**src/rtl/cmc_pkg.sv**
```systemverilog
// Shared constants, types and action codes for the confusion matrix counter.
package cmc_pkg;

    localparam int LABEL_COUNT = 16;
    localparam int LABEL_BITS  = $clog2(LABEL_COUNT);
    localparam int CELL_COUNT  = LABEL_COUNT * LABEL_COUNT;
    localparam int ADDR_BITS   = 2 * LABEL_BITS;
    localparam int POS_BITS    = $clog2(LABEL_COUNT + 1);
    localparam int COUNT_BITS  = 16;
    localparam logic [COUNT_BITS-1:0] COUNT_MAX = {COUNT_BITS{1'b1}};

    typedef enum logic [1:0] {
        ACT_RECORD = 2'd0,
        ACT_READ   = 2'd1,
        ACT_CLEAR  = 2'd2,
        ACT_NONE   = 2'd3
    } action_t;

    typedef struct packed {
        logic                  row_ok;
        logic                  col_ok;
        logic [LABEL_BITS-1:0] row_label;
        logic [LABEL_BITS-1:0] col_label;
        logic [POS_BITS-1:0]   total;
    } cmc_order_t;

endpackage

```
**src/rtl/cmc_class_order.sv**
```systemverilog
// Maps row and column positions in class order to labels and counts the classes seen.
module cmc_class_order
    import cmc_pkg::*;
(
    input  logic [LABEL_COUNT-1:0] true_seen,
    input  logic [LABEL_COUNT-1:0] pred_seen,
    input  logic [3:0]             row_pos,
    input  logic [3:0]             col_pos,
    output cmc_order_t             order
);

    always_comb
    begin
        logic [LABEL_COUNT-1:0] only_pred;
        logic [LABEL_COUNT-1:0] below;
        logic [POS_BITS-1:0]    true_num;
        logic [POS_BITS-1:0]    pos_true;
        logic [POS_BITS-1:0]    pos_pred;
        logic                   row_hit;
        logic                   col_hit;

        only_pred   = pred_seen & ~true_seen;
        true_num    = POS_BITS'($countones(true_seen));
        order       = '0;
        order.total = POS_BITS'($countones(true_seen | pred_seen));
        for (int i = 0; i < LABEL_COUNT; i++)
        begin
            // True labels come first, then labels seen only as predictions.
            below    = ~({LABEL_COUNT{1'b1}} << i);
            pos_true = POS_BITS'($countones(true_seen & below));
            pos_pred = true_num + POS_BITS'($countones(only_pred & below));
            row_hit  = (true_seen[i] && (pos_true == POS_BITS'(row_pos)))
                    || (only_pred[i] && (pos_pred == POS_BITS'(row_pos)));
            col_hit  = (true_seen[i] && (pos_true == POS_BITS'(col_pos)))
                    || (only_pred[i] && (pos_pred == POS_BITS'(col_pos)));
            if (row_hit)
            begin
                order.row_ok    = 1'b1;
                order.row_label = LABEL_BITS'(i);
            end
            if (col_hit)
            begin
                order.col_ok    = 1'b1;
                order.col_label = LABEL_BITS'(i);
            end
        end
    end

endmodule

```
**config.mk**
```make
export PLATFORM = sky130hd
export DESIGN_NAME = cmc_class_order
export DESIGN_NICKNAME = d
export VERILOG_FILES = /design/src/rtl/cmc_pkg.sv /design/src/rtl/cmc_class_order.sv
export SDC_FILE = /design/constraint.sdc
export NUM_CORES = 1
export LEC_CHECK = 0
export ABC_AREA = 0
export BUFFER_PORTS_ARGS = -buffer_cell sky130_fd_sc_hd__buf_4
export CAP_MARGIN = 20
export CORE_ASPECT_RATIO = 0.6
export CORE_UTILIZATION = 46
export DETAILED_ROUTE_END_ITERATION = 10
export PLACE_DENSITY = 0.68
export REMOVE_ABC_BUFFERS = 1
export SYNTH_ARGS = -nofsm -noshare
export SYNTH_HDL_FRONTEND = slang
export SYNTH_SLANG_ARGS = --single-unit
```
**constraint.sdc**
```tcl
create_clock -name vclk -period 7.9
set_input_delay 0.79 -clock vclk [all_inputs]
set_output_delay 0.79 -clock vclk [all_outputs]
set_load 0.005 [all_outputs]
```
==> Word level (Yosys, flattened, before mapping) <==
Cells that the tools add are included.
W data, S select, Z words.
{ "totals": {"ff_bits": 0, "inputBits": 40, "out_inout_bits": 15, "elab_cells": 315} }
{ "classes": {"add_sub_neg": 90, "n_eq_ne": 62, "n_mux": 62, "bitwise_logic": 3, "reduce_logical": 98} }
{ "ops": {"columns": ["op", "n"], "rows": [
  ["$eq A5 B4 Y1", 60],
  ["$add A5 B5 Y5", 36],
  ["$logic_and A1 B1 Y1", 64],
  ["$mux W4", 16],
  ["$add A5 B1 Y5", 11],
  ["$add A1 B1 Y2", 23],
  ["$mux W1", 34],
  ["$add A2 B2 Y3", 11],
  ["$logic_or A1 B1 Y1", 32],
  ["$mux W3", 8],
  ["$and A16 B16 Y16", 1],
  ["$not A16 Y16", 1],
  ["$or A16 B16 Y16", 1],
  ["$add A2 B1 Y3", 4],
  ["$add A5 B3 Y5", 2],
  ["$logic_not A5 Y1", 2],
  ["$add A3 B3 Y4", 2],
  ["$eq A1 B4 Y1", 2],
  ["$mux W2", 4],
  ["$add A4 B4 Y5", 1]
]} }

==> Logic depth before layout (Yosys ltp) <==
Gate-level depths: netlist of run 1.
{ "depth": {"word_depth": 23, "mapped_depth": 27, "ltp_nobuf": 23} }

==> Least setup slack after synthesis of run 1 <==
Ideal clock, no wire load.
{ "synth_timing": {"kind": "input port to output port", "start": "in true_seen[0]", "end": "out order[9] in the netlist's numbering", "t_arrival_ns": 7.383, "required_time_ns": 7.110, "path_slack_ns": -0.273, "cell_stages": 22, "path_buffers": 1, "path_cell_list": "ha_1 > inv_1 > fa_1 > fa_1 > fa_1 > inv_1 > fa_1 > ha_1 > fa_1 > buf_2 > inv_1 > fa_1 > inv_1 > ha_1 > fa_1 > xnor2_1 > xnor2_1 > nand4_1 > o31ai_1 > nand2b_1 > o22ai_1 > a211o_1"} }
{ "synth_lines": {"columns": ["item", "line_no", "text"], "rows": [
  ["from (decl)", "cmc_class_order.sv:5", "input logic [LABEL_COUNT-1:0] true_seen,"],
  ["to (decl)", "cmc_class_order.sv:9", "output cmc_order_t order"]
]} }

==> flow_summary.json, run 1 <==
{
  "outcome": "finished, final reports clean",
  "synth_area_per_cell_um2": 8.62,
  "setup.worst_path.start_class": "input port",
  "place_congestion": 1.05,
  "use_met1_pct": 44.4,
  "worst_pin_slew_ns": 0.702,
  "syn_to_final_growth_pct": 15.7,
  "start_util_pct": 47.7,
  "wl_per_cell_um": 21.1,
  "critPathArrivalTime_ns": 6.97,
  "fmax_mhz": 129,
  "post-route-period-util_pct": 98.2,
  "worstSetupPathType": "in -> out",
  "via_per_inst": 5.73,
  "port_buffers": 55,
  "ys_types": 69,
  "grt_overflow_total": 0,
  "maxCapViolations": 0,
  "critical_path.max_fanout": 4,
  "use_met3_pct": 9.93,
  "drive_gt1_share_pct": 18.6,
  "setup_viol": 0,
  "grt_pass1_wl_mm": 38.5,
  "grt_pass1_vias": 6638,
  "critical_path_buf_inv_count": 7,
  "clock_buffers": 0,
  "busiest_layer": "met1",
  "layout_common_cells": "149 x xnor2_1, 131 x buf_4, 111 x inv_1",
  "antenna_cells": 0,
  "cp_data_required_time_ns": 7.11,
  "synth_top_area_cell": "fa_1",
  "relSlewSlack_pct": 53.1,
  "drt_iter0_drc": 610,
  "hold_class": "in -> out",
  "vias": 7075,
  "use_met2_pct": 41.0,
  "die_y_um": 103,
  "fin_crit_ns": 7.76,
  "ant_nets": 0,
  "die_x_um": 171,
  "routed_wl_mm": 26.0,
  "grt_usage_pct": 29.6,
  "rows": 36,
  "nets": 1211,
  "post_synth_instance_area_um2": 7860,
  "setup-tns-final_ns": 0,
  "cpLargestDelayFamily": "adder cells",
  "rsz0062_at_grt": "no",
  "syn-instance-count": 912,
  "synthTopCellsByArea": "fa_1 19%, xnor2_1 17%, ha_1 14%",
  "dr.pass1.iters": 4,
  "cp-end-kind": "output pin",
  "cp_cell_sequence": "buf_4, ha_1, inv_2, fa_2, fa_2, fa_1, inv_2, fa_1, ha_4, fa_2, inv_2, fa_1, inv_1, ha_4, ha_1, a21o_1, a21oi_2, xor2_1, buf_4, o41ai_2, a21oi_2, nand3_1, or4_1, buf_4",
  "antenna_found_initial": 0,
  "mostFrequentLayoutCell": "xnor2_1",
  "hold_viol_final": 0,
  "report.final.slew_viol_count": 0,
  "core_um2": 16500,
  "pin_count": 55,
  "nFlopsAndLatches": 0,
  "yosys_warnings": 0,
  "ff_latch_area_um2": 0,
  "yosysSeqAreaShare_pct": 0,
  "synth_top_area_share_pct": 19.4,
  "crit_slowest_cell": "fa_2",
  "place_hpwl_mm": 21.0,
  "drc": 0,
  "cpPeakStageDelay_ns": 0.62,
  "die_area_um2": 17600,
  "grt_max_degree": 33,
  "hold_buffers": 0
}
[path summary, 6_finish.rpt]
| path | cells after the start | startpoint | slack (ns) | endpoint |
|---|---|---|---|---|
| worst max-delay path | 24 | true_seen[0] | 0.14 | order[13] |
| worst min-delay path | 4 | pred_seen[2] | 2.05 | order[0] |
[synthesized netlist by cell type (all sizes together), types with 4 or more instances]
| cell | number |
|---|---|
| a211o | 5 |
| a21o | 24 |
| a21oi | 36 |
| a31oi | 6 |
| a32oi | 4 |
| and2 | 5 |
| and3 | 7 |
| buf | 29 |
| clkbuf | 7 |
| fa | 76 |
| ha | 86 |
| inv | 116 |
| mux2i | 4 |
| nand2 | 27 |
| nand2b | 7 |
| nand3 | 28 |
| nand4 | 19 |
| nor2 | 19 |
| nor2b | 15 |
| nor3 | 16 |
| nor4 | 7 |
| nor4b | 4 |
| o2111ai | 4 |
| o211ai | 4 |
| o21ai | 11 |
| o22ai | 5 |
| o31ai | 7 |
| o41ai | 4 |
| or2 | 15 |
| or3 | 11 |
| or4 | 4 |
| xnor2 | 155 |
| xnor3 | 15 |
| xor2 | 89 |
[cells by family after synthesis]
group                      after synthesis  share of synthesized area, %
adders and majority gates              162                          33.0
xor gates and xnor gates               261                          32.3
muxes                                    5                         0.652
buffers and inverters                  153                          7.97
AOI/OAI and AO/OA                      140                          12.4
and+or+nand+nor                        191                          13.6
[layer usage]
layer,vias to the layer above,part of all wire [%]
met5,-,0
met3,23,14
met1,3409,47
met2,379,38
li1,3264,-
met4,0,1.4
[layout make-up]
cell class,count,area [um^2]
Fill cell,1528,7390
Inverter,117,440
Multi-Input combinational cell,759,7390
Tap cell,228,285
Timing Repair Buffer,131,983
[tightest hold or removal path, cell delays in order]
cell and delay [ns]:
buf_4 0.08, or2_2 0.14, ha_1 0.15, buf_4 0.11
[through the flow]
step / setup slack, ns / hold WS, ns / instances / util [%] / cell area (um^2)
floorplan: -0.318 / 1.78 / 876 / - / 7680
CTS: 0.00739 / 2.04 / 1231 / 54.6 / 9000
detailed placement: -0.307 / 2.04 / 1227 / 53.9 / 8880
finish: 0.142 / 2.05 / 1235 / 55.2 / 9100
global route: 0.0000311 / 2.08 / 1235 / 55.2 / 9100
global placement: -0.150 / 2.04 / 1227 / 53.9 / 8880
[timing repair]
action | 4_1_cts | 5_1_grt
pin swaps | 7 | 12
resized for setup | 13 | 17
setup buffers | 4 | 4
setup endpoints to repair | 10 | 10
Power of run 1 is not shown: default switching activity piles up to over one toggle a cycle in this logic, so the estimate is an artifact.
==> run 2, diff against run 1 <==
==> constraint.sdc (replaced) <==
create_clock -name vclk -period 7.9
set_input_delay 0.79 -clock vclk [all_inputs]
set_output_delay 0.79 -clock vclk [all_outputs]
set_load 0.02 [all_outputs]
==> run 2 against run 1 <==
Against the previous run: cell area hardly changed; global-route usage increased by 0.089 points; final cell count is 0.16% lower; critical path depth down 1; clock-buffer cell count unchanged; sequential share of layout area did not move; utilization is essentially flat; largest cell class unchanged.
==> flow_summary.json, run 2 (synthesized netlist as in run 1, its figures left out) <==
{
  "port_buffers": 55,
  "start_util_pct": 47.7,
  "drt_iter0_drc": 697,
  "startpoint": "true_seen[0]",
  "wl_per_cell_um": 20.8,
  "cp-end-kind": "output pin",
  "clock_buffers": 0,
  "grt_max_degree": 33,
  "hold_start": "pred_seen[2]",
  "place_hpwl_mm": 21.0,
  "ant_nets": 0,
  "grt_overflow_total": 0,
  "design_area_um2": 9100,
  "fill_cells": 1505,
  "grt_pass1_wl_mm": 38.7,
  "relSlewSlack_pct": 53.5,
  "multi_input_area_um2": 7400,
  "ff_latch_area_um2": 0,
  "layout_common_cells": "149 x xnor2_1, 128 x buf_4, 113 x inv_1",
  "vias": 6921,
  "drive_gt1_share_pct": 18.9,
  "setup-tns-final_ns": 0,
  "setup.worst_path.start_class": "input port",
  "drc": 0,
  "die_y_um": 103,
  "grt_usage_pct": 29.7,
  "nFlopsAndLatches": 0,
  "mostFrequentLayoutCell": "xnor2_1",
  "nets": 1209,
  "die_area_um2": 17600,
  "detailed_place.area_um2": 8910,
  "critical_path.max_fanout": 4,
  "outcome": "finished, final reports clean",
  "routed_wl_mm": 25.7,
  "cp_data_required_time_ns": 7.11,
  "maxCapViolations": 0,
  "syn_to_final_growth_pct": 15.8,
  "worst_pin_slew_ns": 0.696,
  "finalNonFillerCells": 1233,
  "via_per_inst": 5.61,
  "hold_viol_final": 0,
  "antenna_cells": 0,
  "pin_count": 55,
  "core_um2": 16500,
  "place_congestion": 1.03,
  "antenna_found_initial": 1,
  "dr.pass1.iters": 5,
  "dp_cells": 1231,
  "fmax_mhz": 129,
  "die_x_um": 171,
  "fin_crit_ns": 7.73,
  "worstSetupPathType": "in -> out",
  "grt_pass1_vias": 6605,
  "report.final.slew_viol_count": 0,
  "setup_viol": 0,
  "rows": 36,
  "hold_class": "in -> out",
  "critPathArrivalTime_ns": 6.94,
  "post-route-period-util_pct": 97.9
}
[run 2: cell count changes in the layout (fill, tap and decap cells not counted), sizes merged]
cell	previous run	this run
buf	131	129
[run 2: repair_timing]
action / 4_1_cts / 5_1_grt
gates resized for setup: 6 / 28
setup buffers: 1 / 1
endpoints found under the setup margin: 10 / 10
pin swaps: 5 / 13
hold buffers: 0 / 0
[run 2: path summary, 6_finish.rpt]
path	end	cells past startpoint	slack [ns]
min	order[0]	4	2.07
max	order[13]	23	0.17
[run 2: final cells by class]
type               count  share of cell area, %
inverters            117                   4.84
multi-input cells    759                   81.3
well taps            228                   3.13
repair buffers       129                   10.7
[run 2: worst max-delay path, cell delays in order]
cell and delay [ns]:
buf_4 0.11, ha_1 0.28, inv_1 0.05, fa_2 0.36, fa_2 0.58, fa_1 0.43, inv_1 0.12, fa_1 0.44
ha_2 0.21, fa_2 0.59, inv_2 0.06, fa_1 0.49, inv_1 0.07, ha_4 0.32, ha_1 0.23, a21o_1 0.19
a21oi_2 0.16, xor2_2 0.25, o41ai_2 0.13, a21oi_2 0.28, nand3_1 0.13, or4_1 0.47, buf_4 0.17
[run 2: metrics by stage]
stage                     hold slack, ns  util [%]  setup slack (ns)
after floorplan                     1.87         -            -0.544
after global placement              2.06      54.1            -0.165
after detailed placement            2.07      54.1            -0.207
after CTS                           2.07      54.3           -0.0778
after global routing                2.09      55.2           -0.0338
final                               2.07      55.2             0.166
[run 2: per-layer routing]
| layer | global-route usage (%) | vias up | share of wire [%] |
|---|---|---|---|
| met2 | 41.4 | 358 | 38 |
| met1 | 46.2 | 3283 | 48 |
| met3 | 8.52 | 20 | 13 |
| met4 | 1.94 | 2 | 0.90 |
| li1 | - | 3258 | - |
| met5 | 0 | - | 0.035 |
Power of run 2 is left out for the same reason.
